### config.mk
export PLATFORM = sky130hd
export DESIGN_NAME = hise_hash
export DESIGN_NICKNAME = d
export VERILOG_FILES = /design/src/rtl/hise_pkg.sv /design/src/rtl/hise_hash.sv
export SDC_FILE = /design/constraint.sdc
export NUM_CORES = 1
export LEC_CHECK = 0
export ABC_CLOCK_PERIOD_IN_PS = 5610
export BUFFER_PORTS_ARGS = -buffer_cell sky130_fd_sc_hd__buf_2
export CORE_MARGIN = 3
export CORE_UTILIZATION = 44
export DETAILED_ROUTE_END_ITERATION = 8
export PLACE_DENSITY = 0.81
export SLEW_MARGIN = 25
export SYNTH_ARGS = -nofsm -noshare
export SYNTH_HDL_FRONTEND = slang
export SYNTH_SLANG_ARGS = --single-unit
### constraint.sdc
create_clock -name vclk -period 5.61
set_clock_uncertainty 0.05 [all_clocks]
set_input_delay 0.561 -clock vclk [all_inputs]
set_output_delay 0.561 -clock vclk [all_outputs]
set_load 0.005 [all_outputs]
### src/rtl/hise_pkg.sv
// ---------------------------------------------------------------------------
// hise_pkg: shared types and constants for the hashed identifier set
// Request and response payloads, action codes and default geometry.
// ---------------------------------------------------------------------------
package hise_pkg;

    localparam int KEY_W       = 64;
    localparam int DEF_BUCKETS = 256;
    localparam int DEF_WAYS    = 4;
    localparam int HASH_W      = 8;

    localparam logic [1:0] ACT_QUERY  = 2'd0;
    localparam logic [1:0] ACT_INSERT = 2'd1;
    localparam logic [1:0] ACT_REMOVE = 2'd2;
    localparam logic [1:0] ACT_CLEAR  = 2'd3;

    typedef struct packed {
        logic [1:0]       action;
        logic [KEY_W-1:0] key_low;
        logic [KEY_W-1:0] key_high;
    } t_req;

    typedef struct packed {
        logic was_present;
        logic overflow;
    } t_rsp;

endpackage

### src/rtl/hise_hash.sv
// ---------------------------------------------------------------------------
// hise_hash: bucket index of an identifier
// Sums the sixteen key bytes modulo 256 and folds the sum onto the bucket
// count through a constant remainder table.
// ---------------------------------------------------------------------------
module hise_hash #(
    parameter int BUCKETS = hise_pkg::DEF_BUCKETS
) (
    input  logic [hise_pkg::KEY_W-1:0]   i_key_low,
    input  logic [hise_pkg::KEY_W-1:0]   i_key_high,
    output logic [$clog2(BUCKETS)-1:0]   o_bucket
);
    import hise_pkg::*;

    localparam int BW = $clog2(BUCKETS);
    localparam int HASH_N = 1 << HASH_W;

    logic [HASH_W-1:0] sum_low;
    logic [HASH_W-1:0] sum_high;
    logic [HASH_W-1:0] hash;
    logic [BW-1:0]     rem_lut [HASH_N];

    // Each half is summed separately; the wrap of the 8-bit adds is the modulo.
    always_comb begin
        sum_low  = '0;
        sum_high = '0;
        for (int b = 0; b < KEY_W / 8; b++) begin
            sum_low  = sum_low  + i_key_low[b*8 +: 8];
            sum_high = sum_high + i_key_high[b*8 +: 8];
        end
        hash = sum_low + sum_high;
    end

    for (genvar g = 0; g < HASH_N; g++) begin : g_lut
        localparam int REM = g % BUCKETS;
        assign rem_lut[g] = BW'(REM);
    end

    assign o_bucket = rem_lut[hash];

endmodule

==> impl_metrics.csv <==
group,metric,value,unit
logic_synthesis,netlist_area,2700,um2
worst_setup_path,timing.critical_path.fanout_max,2,
final_layout,post_route_cells_drive_above_1_share,38.4,%
die,fp.dieArea,7120,um2
logic_synthesis,netlist_instances,263,
placed_design,placed_cells,475,
grt,grt_first_pass_wirelength,9.43,mm
outcome,violations,"setup timing",
placed_design,dp_hpwl,5.38,mm
die,num_io_pins,136,
sta,max_clk_rate,178,MHz
sta,final_hold_viol_count,0,
sta,final.hold.worst_slack,1.41,ns
routing,detail_route.wl_per_cell,11.1,um
grt,busiest_layer,"met2",
final_layout,layout_commonest_cell,"sky130_fd_sc_hd__buf_2",
sta,drv_slew,0,
worst_setup_path,worstSetupPathType,"input pin to output pin",
final_layout,clock_buffers,0,
routing,drc_errors,0,
sta,rsz0062_at_grt,"true",
logic_synthesis,post_synth_num_cell_types,10,
sta,least_margin_pin_slew,0.204,ns
grt,grtUsageMet1,16.8,%
worst_setup_path,startpoint_type,"input pin",
die,placement_rows,27,
placed_design,pre_cts_slack,-0.295,ns
worst_setup_path,worst-endpoint-required,5.00,ns
final_layout,fin_cells,476,
final_layout,number_of_sequential_storage_elements,0,
grt,grt_util_all_layers,15.7,%
grt,global_route.usage.met2,33.2,%
final_layout,n_diodes,0,
logic_synthesis,synth.avg_cell_area,10.3,um2
hold_path,min-delay-path-class,"input pin to output pin",
worst_setup_path,critPathCaptureType,"output pin",
die,chip_width,84.4,um
final_layout,area.growth.synth_to_final,31.6,%
worst_setup_path,worst_setup_path_startpoint,"i_key_low[51]",
grt,first_global_vias,2432,
die,die_height,84.4,um
worst_setup_path,crit_arrival,5.01,ns
grt,grt_antenna_before_repair,0,
placed_design,io_buffers,136,
grt,grt_remaining_overflow,0,
final_layout,seqCellArea,0,um2
sta,final.min_clock_period,5.62,ns
sta,share_of_the_clock_period_used_by_the_worst_path,100,%
job,timing.max_cap.violations,0,
die,floorplan.initialDensity,47.3,%
final_layout,mostFrequentLayoutCells,"sky130_fd_sc_hd__buf_2, sky130_fd_sc_hd__inv_1, sky130_fd_sc_hd__fa_1",
logic_synthesis,synth-warning-count,0,
die,core_area,5710,um2
routing,postRouteAntennaNets,0,
routing,via_count_normalized_by_instance_count,4.29,
sta,setup-violations-final,1,
routing,via_count,2044,
routing,drt-pass1-iter-count,4,
grt,grt_use_met3,1.96,%
placed_design,gp_routability_congestion,0.808,
grt,grt_max_degree,3,
hold_path,hold_path.startpoint,"i_key_high[56]",
final_layout,final_nets,634,
sta,final.setup.worst_slack,-0.00690,ns
routing,detail_route.iter0.violations,13,
outcome,status,"finished, violations left",
routing,drt-total-wl,5.27,mm
logic_synthesis,synth-seq-area-share,0,%
sta,slew_headroom,86.3,%
logic_synthesis,syn-num-nets,491,
final_layout,fillerInstances,466,
==> cell type report <==
cell class,count,area (um2),share of cell area [%]
well taps,72,90.1,2.53
repair buffers,141,724,20.4
inverters,124,465,13.1
multi-input cells,139,2270,64.0
==> path summary, 6_finish.rpt <==
path	to	slack, ns	depth (start not counted)
setup / recovery	o_bucket[7]	-0.007	18
hold / removal	o_bucket[0]	1.41	3
==> worst max-delay path, cell delays in order <==
cell and delay, ns:
sky130_fd_sc_hd__buf_2 0.11, sky130_fd_sc_hd__fa_1 0.57, sky130_fd_sc_hd__inv_2 0.04, sky130_fd_sc_hd__fa_1 0.48
sky130_fd_sc_hd__inv_2 0.04, sky130_fd_sc_hd__fa_1 0.55, sky130_fd_sc_hd__fa_1 0.43, sky130_fd_sc_hd__fa_1 0.49
sky130_fd_sc_hd__inv_1 0.05, sky130_fd_sc_hd__fa_1 0.49, sky130_fd_sc_hd__inv_2 0.05, sky130_fd_sc_hd__ha_4 0.20
sky130_fd_sc_hd__a21o_1 0.18, sky130_fd_sc_hd__a21oi_2 0.15, sky130_fd_sc_hd__o21bai_1 0.09, sky130_fd_sc_hd__a21oi_2 0.16
sky130_fd_sc_hd__xnor3_1 0.21, sky130_fd_sc_hd__buf_2 0.14
==> through the flow <==
stage | TNS, ns | instance area (um2) | util (%)
6_report | -0.00690 | 3550 | 62.3
2_1_floorplan | 0 | 2700 | -
3_5_place_dp | -0.549 | 3500 | 61.3
4_1_cts | -0.145 | 3530 | 61.8
3_3_place_gp | -0.475 | 3500 | 61.3
5_1_grt | -0.308 | 3550 | 62.3
==> timing repair <==
action | CTS | global route
hold buffers | 0 | 0
gates resized for setup | 9 | 6
endpoints found under the hold margin | 0 | 0
endpoints found under the setup margin | 3 | 4
pin swaps | 30 | 15
setup buffers | 1 | 1
==> metal layers <==
metal  vias up  part of all wire [%]  wire length (um)
li1        966                     -                 -
met1       973                    31              1640
met2        99                    58              3080
met3         6                   9.6               504
met4         0                   1.0                53
met5         -                     0                 0
==> cell families (layout without fill, tap and decap cells) <==
| logic type | Yosys count | in the layout | synth area share [%] |
|---|---|---|---|
| AOI/OAI and AO/OA | 5 | 5 | 1.11 |
| buffers and inverters | 124 | 265 | 17.2 |
| adders and majority gates | 100 | 100 | 70.5 |
| and+or+nand+nor | 2 | 2 | 0.278 |
| xor gates and xnor gates | 32 | 32 | 10.9 |
==> synth_stat cells (all sizes together) <==
library cell | n | area, um2
a21o | 1 | 7.51
o21bai | 1 | 7.51
ha | 13 | 163
fa | 87 | 1740
xnor3 | 1 | 22.5
xnor2 | 27 | 236
a21oi | 3 | 15.0
nor2 | 2 | 7.51
xor2 | 4 | 35.0
inv | 124 | 465
Power is left out: the tool's default activity adds up to more than one toggle a clock period on the data nets, which glitch-free logic cannot reach.
