[src/rtl/hise_pkg.sv]
// ---------------------------------------------------------------------------
// hise_pkg: shared types and constants for the hashed identifier set
// Request and response payloads, action codes and default geometry.
// ---------------------------------------------------------------------------
package hise_pkg;

    localparam int KEY_W       = 64;
    localparam int DEF_BUCKETS = 256;
    localparam int DEF_WAYS    = 4;
    localparam int HASH_W      = 8;

    localparam logic [1:0] ACT_QUERY  = 2'd0;
    localparam logic [1:0] ACT_INSERT = 2'd1;
    localparam logic [1:0] ACT_REMOVE = 2'd2;
    localparam logic [1:0] ACT_CLEAR  = 2'd3;

    typedef struct packed {
        logic [1:0]       action;
        logic [KEY_W-1:0] key_low;
        logic [KEY_W-1:0] key_high;
    } t_req;

    typedef struct packed {
        logic was_present;
        logic overflow;
    } t_rsp;

endpackage

[src/rtl/hise_match.sv]
// ---------------------------------------------------------------------------
// hise_match: way compare and update of one bucket row
// Compares the key against all ways at once, picks the lowest free way and
// the lowest hit, and works out the new valid bits and the response.
// ---------------------------------------------------------------------------
module hise_match #(
    parameter int WAYS = hise_pkg::DEF_WAYS
) (
    input  logic [1:0]                    i_action,
    input  logic [2*hise_pkg::KEY_W-1:0]  i_key,
    input  logic [WAYS-1:0]               i_valid,
    input  logic [WAYS*2*hise_pkg::KEY_W-1:0] i_keys,
    output logic                          o_wr_en,
    output logic [WAYS-1:0]               o_valid_next,
    output logic [WAYS-1:0]               o_fill_oh,
    output hise_pkg::t_rsp                o_rsp
);
    import hise_pkg::*;

    localparam int SLOT_W = 2 * KEY_W;

    logic [WAYS-1:0] match;
    logic [WAYS-1:0] free;
    logic [WAYS-1:0] hit_oh;
    logic [WAYS-1:0] free_oh;
    logic            present;

    always_comb begin
        for (int w = 0; w < WAYS; w++) begin
            match[w] = i_valid[w] && (i_keys[w*SLOT_W +: SLOT_W] == i_key);
        end
        free    = ~i_valid;
        // Lowest set bit of each vector.
        hit_oh  = match & (~match + WAYS'(1));
        free_oh = free & (~free + WAYS'(1));
        present = |match;
    end

    always_comb begin
        o_wr_en          = 1'b0;
        o_valid_next     = i_valid;
        o_fill_oh        = '0;
        o_rsp.was_present = present;
        o_rsp.overflow   = 1'b0;
        unique case (i_action)
            ACT_INSERT: begin
                if (!present) begin
                    if (|free) begin
                        o_wr_en      = 1'b1;
                        o_fill_oh    = free_oh;
                        o_valid_next = i_valid | free_oh;
                    end else begin
                        o_rsp.overflow = 1'b1;
                    end
                end
            end
            ACT_REMOVE: begin
                if (present) begin
                    o_wr_en      = 1'b1;
                    o_valid_next = i_valid & ~hit_oh;
                end
            end
            ACT_QUERY, ACT_CLEAR: begin
            end
            default: begin
            end
        endcase
    end

endmodule

[config.mk]
export PLATFORM = sky130hd
export DESIGN_NAME = hise_match
export DESIGN_NICKNAME = d
export VERILOG_FILES = /design/src/rtl/hise_pkg.sv /design/src/rtl/hise_match.sv
export SDC_FILE = /design/constraint.sdc
export NUM_CORES = 1
export LEC_CHECK = 0
export ABC_AREA = 1
export BUFFER_PORTS_ARGS = -buffer_cell sky130_fd_sc_hd__buf_2
export CORE_AREA = 2 2 258 260
export DETAILED_ROUTE_END_ITERATION = 7
export DIE_AREA = 0 0 260 262
export SLEW_MARGIN = 20
export SYNTH_ARGS = -nofsm -noshare
export SYNTH_HDL_FRONTEND = slang
export SYNTH_SLANG_ARGS = --single-unit
[constraint.sdc]
create_clock -name vclk -period 3
set_input_delay 0.6 -clock vclk [all_inputs]
set_output_delay 0.6 -clock vclk [all_outputs]
set_load 0.1 [all_outputs]
==> reports/qor.yml, run 1 <==
routing:
  first_pass_iters: 5
  ant_nets: 0
  drtIter0Drc: 1134
  vias_per_cell: 4.21
  drc: 0
  totalWireLength_um: 93200
  dr_total_vias: 17000
  wl_per_cell_um: 23.0
power:
  ir_drop_mv: 0.0796
  power.density_nw_per_um2: 160
  p_leak_nw: 10.9
  total_power_w: 0.00316
synthesis:
  synth-adder-area-share_pct: 0.243
  synth_area_leaders: "nand2_1 (27%), xnor2_1 (18%), nor2_1 (12%)"
  muxShareOfSynthArea_pct: 0
  synthesis.area_sq_um: 10300
  synth_compound_area_share_pct: 2.55
  yosysWarnings: 0
  synth_top_family_by_area: "simple AND/OR/NAND/NOR gates"
  syn_inst: 2052
  synth_top_area_share_pct: 27.5
  synthTopCellsByCount: "nand2_1 (754), nor2_1 (320), inv_1 (285), xnor2_1 (214)"
  yosysSeqAreaShare_pct: 0
  synth_simple_gate_area_share_pct: 52.6
  synth_top_cell_by_area: "nand2_1"
  synth_cell_types: 41
  synth.most_common_cell: "nand2_1"
  mappedNetlistNets: 2700
  synth_xor_area_share_pct: 27.8
  syn_area_per_cell_sq_um: 5.02
outcome:
  status: "finished, violations left"
  violations: "negative setup slack"
placement:
  hpwlAfterDp_um: 86900
  dpl.cell_count: 4000
  place.gp.congestion: 1.04
  portBuffers: 657
  place_area_sq_um: 18200
sta:
  fin_hold_ws_ns: 1.63
  drv_slew: 0
  timing.final.ws_setup_ns: -0.172
  setup_violations: 10
  period_minus_slack_ns: 3.17
  tightest_slew_ns: 0.447
  hold_viol: 0
  period_share_pct: 106
  max_freq_ghz: 0.315
  grt_setup_unrepaired: "true"
  max_slew_margin_pct: 69.9
layout:
  seq_cell_count: 0
  fin_area_sq_um: 19800
  final_util_pct: 30.3
  clkbuf_count: 0
  nets: 3797
  syn2layout_area_growth_pct: 92.1
  layout-drive-gt1-share_pct: 46.6
  seq_area_sq_um: 0
  stdcell_count: 4045
global_routing:
  grt_pass1_wl_um: 122000
  grt_max_degree: 8
  grt_pass1_vias: 16500
  grtUsageTotal_pct: 25.9
  antenna_found_initial: 86
  grt_overflow_total: 0
die:
  die_y_um: 262
  die_area_sq_um: 68100
  num_io_pins: 657
  fp-row-count: 94
  initial_core_util_pct: 15.8
  core_sq_um: 65300
  die_x_um: 260
worst_setup_path:
  end_kind: "output pin"
  required_ns: 2.40
  cp-start-kind: "primary input"
  arrival_ns: 2.57
  critPathMaxFanout: 3
  crit_type: "primary input to output pin"
  crit_end: "o_valid_next[2]"
  worstSetupStartpoint: "i_key[97]"
job:
  cap_violations: 0
min_path:
  hold_path_depth: 3
  hold_path_startpoint: "i_valid[3]"
  hold_path.class: "primary input to output pin"
## what timing repair did
item                       in CTS  in global routing
gates resized for setup       221                153
pin swaps                      69                 73
buffers inserted                7                  5
hold buffers                    0                  0
setup endpoints to repair      11                 11
## layout make-up
class              instances  area (sq um)
repair buffers          1140          7640
inverters                344          1300
multi-input cells       1663          9660
diodes                    34          85.1
well taps                864          1080
fillers                 7532         45500
## logic make-up (layout without fill, tap and decap cells)
logic type,after synthesis,count (layout)
simple gates,1296,1296
buf+inv,389,1484
xor+xnor,318,318
compound gates,47,47
fa+ha+maj,2,2
other cells,0,34
## worst max-delay path: stages
cell	delay, ns
buf_8	0.10
buf_6	0.12
inv_4	0.04
or2_0	0.10
nand2_1	0.09
nor2_2	0.15
nand3_1	0.12
nor2_1	0.15
nand2_1	0.08
nor2_2	0.16
nand3_2	0.15
inv_2	0.12
nand3_2	0.07
a21oi_2	0.14
buf_4	0.13
a21oi_4	0.06
buf_12	0.17
## layer usage
layer  wire length [um]  up-vias  track usage, %
li1                   -     8368               -
met1              36400     7558            30.1
met2              43600      794            45.2
met3               8040      233            7.00
met4               4620       78            10.3
met5                523        -               0
## stage by stage
step	TNS [ns]	setup slack, ns
2_1_floorplan	-0.418	-0.240
3_3_place_gp	-5.13	-0.551
3_5_place_dp	-4.86	-0.505
5_1_grt	-2.33	-0.281
4_1_cts	-0.985	-0.170
6_report	-1.29	-0.172
## report_power, final
part	internal, W	total, W	switching [W]
Combinational	0.00148	0.00316	0.00167
Clock	0.00000000145	0.00000000145	0
Sequential	0	0	0
## placed cells by master (no fill, tap or decap), types with 9 or more instances in the layout
cell,count
inv_2,59
diode_2,34
nand3_1,30
buf_6,44
nand3_2,9
nor2_4,19
nand4_1,94
xnor2_1,168
buf_2,598
nand2_1,681
xnor2_2,52
xor2_1,93
or2_1,10
buf_12,32
o21ai_0,26
buf_4,457
nor2_1,247
nor2_2,60
nor3_1,13
nand2_2,78
and2_1,10
nand2_4,12
inv_1,280
## worst min path at each step
stage | to | slack [ns]
after detailed placement | o_fill_oh[3] | 1.70
after CTS | o_fill_oh[3] | 1.62
after floorplan | o_fill_oh[0] | 1.30
after global routing | o_fill_oh[3] | 1.64
final | o_fill_oh[3] | 1.63
after global placement | o_fill_oh[3] | 1.71
Power figures use the tool's default switching activity.
==> inputs of run 2 (changes only) <==
--- a/config.mk
+++ b/config.mk
@@ -10,6 +10,7 @@
 export CORE_AREA = 2 2 258 260
 export DETAILED_ROUTE_END_ITERATION = 7
 export DIE_AREA = 0 0 260 262
+export REMOVE_ABC_BUFFERS = 1
 export SLEW_MARGIN = 20
 export SYNTH_ARGS = -nofsm -noshare
 export SYNTH_HDL_FRONTEND = slang
==> reports/qor.yml, run 2 (synthesized netlist as in run 1, its figures left out) <==
worst_setup_path:
  critPathMaxFanout: 5  # +2
  arrival_ns: 2.50  # -0.07 ns
  required_ns: 2.40  # about the same
  end_kind: "output pin"
  cp-start-kind: "primary input"
  crit_type: "primary input to output pin"
clocking:
  ctsHoldBuffers: 0  # unchanged
die:
  num_io_pins: 657  # unchanged
  die_x_um: 260  # unchanged
  die_area_sq_um: 68100  # unchanged
  fp-row-count: 94  # unchanged
  initial_core_util_pct: 15.8  # unchanged
  core_sq_um: 65300  # unchanged
  die_y_um: 262  # unchanged
routing:
  drtIter0Drc: 1083  # -4.5%
  dr_total_vias: 16700  # -2.2%
  ant_nets: 0  # unchanged
  vias_per_cell: 4.20  # -0.20%
  first_pass_iters: 5  # unchanged
  totalWireLength_um: 89200  # -4.3%
  drc: 0  # unchanged
  wl_per_cell_um: 22.5  # -2.4%
global_routing:
  grt_pass1_vias: 15800  # -4.4%
  grtUsageTotal_pct: 24.6  # -1.4 points
  antenna_found_initial: 77  # -10%
  grt_max_degree: 8  # unchanged
  grt_pass1_wl_um: 115000  # -5.5%
  grt_overflow_total: 0  # unchanged
outcome:
  violations: "negative setup slack"
  status: "finished, violations left"
power:
  ir_drop_mv: 0.0822  # +3.3%
  p_leak_nw: 11.0  # +0.32%
  power.density_nw_per_um2: 157  # -1.7%
layout:
  stdcell_count: 3965  # -2.0%
  clkbuf_count: 0  # unchanged
  syn2layout_area_growth_pct: 95.8
  layout_common_cells: "nand2_1 (613), buf_2 (557), buf_4 (372)"
  nets: 3721  # -2.0%
  seq_area_sq_um: 0  # unchanged
  seq_cell_count: 0  # unchanged
  final_common_cell: "nand2_1"
  final_util_pct: 30.9  # +0.58 points
  layout-drive-gt1-share_pct: 50.2  # +3.7 points
placement:
  portBuffers: 657  # unchanged
  dpl.cell_count: 3933  # -1.7%
  hpwlAfterDp_um: 83100  # -4.4%
  place.gp.congestion: 1.02  # -2.2%
sta:
  timing.final.ws_setup_ns: -0.0964  # +0.0759 ns
  hold_viol: 0  # unchanged
  tightest_slew_ns: 0.424  # -0.0230 ns
  setup_violations: 8  # -2
  grt_setup_unrepaired: "true"
  max_slew_margin_pct: 71.7  # +1.8 points
  period_minus_slack_ns: 3.10  # -0.0759 ns
  period_share_pct: 103  # -2.5 points
  max_freq_ghz: 0.323  # +2.5%
  drv_slew: 0  # unchanged
  fin_hold_ws_ns: 1.63  # +0.00418 ns
job:
  cap_violations: 0  # unchanged
min_path:
  hold_path.class: "primary input to output pin"
run 2: changes by cell type in the layout (fill, tap and decap cells not counted), moves of 34 or more:
cell     change
nand2_2     +57
buf_4       -85
xnor2_1     -35
buf_6       +41
xnor2_2     +34
nand2_1     -68
buf_2       -41
run 2: critical path: stages:
cell and delay (ns):
buf_12 0.11, buf_8 0.13, inv_6 0.06, nand2_4 0.05, and2_4 0.15, nand2_1 0.05
nor2_1 0.04, nand2_1 0.11, nor2_2 0.07, nand2_2 0.08, nor2_4 0.04, nand3_4 0.12
nand2_4 0.07, nor2_4 0.18, nand4_1 0.21, a21oi_4 0.22, buf_12 0.19
run 2: metal layers:
layer	track usage [%]	share of wire, %
met3	7.53	8.9
met2	42.0	46
met5	0	0.52
met4	8.01	4.5
met1	29.2	40
run 2: final cells by class:
cell class / count / area, sq um
diodes: 30 / 75.1
well taps: 864 / 1080
repair buffers: 1064 / 7390
multi-input cells: 1663 / 10300
inverters: 344 / 1330
fillers: 7451 / 45100
run 2: where the power goes:
group           internal (W)  switching, W  leakage [nW]
Sequential                 0             0             0
Combinational        0.00151       0.00165          11.0
Clock          0.00000000135             0      0.000190
Total                0.00151       0.00165          11.0
run 2: final timing paths:
path / slack [ns] / depth (start not counted) / to / from
max: -0.1 / 17 / o_wr_en / i_key[26]
min: 1.63 / 3 / o_fill_oh[3] / i_valid[3]
run 2: repair_timing:
| item | 4_1_cts | 5_1_grt |
|---|---|---|
| setup endpoints to repair | 11 | 11 |
| setup buffers | 4 | 8 |
| pin swaps | 79 | 228 |
| resized for setup | 212 | 497 |
run 2: metrics by stage:
| step | cell area [sq um] | total power (W) | TNS, ns | setup WS [ns] |
|---|---|---|---|---|
| 2_1_floorplan | 9860 | 0.00105 | -6.15 | -1.67 |
| 3_3_place_gp | 17600 | 0.00274 | -5.15 | -0.589 |
| 3_5_place_dp | 17600 | 0.00275 | -5.10 | -0.593 |
| 4_1_cts | 18400 | 0.00288 | -0.616 | -0.0878 |
| 5_1_grt | 20100 | 0.00337 | -0.938 | -0.152 |
| 6_report | 20100 | 0.00316 | -0.343 | -0.0964 |
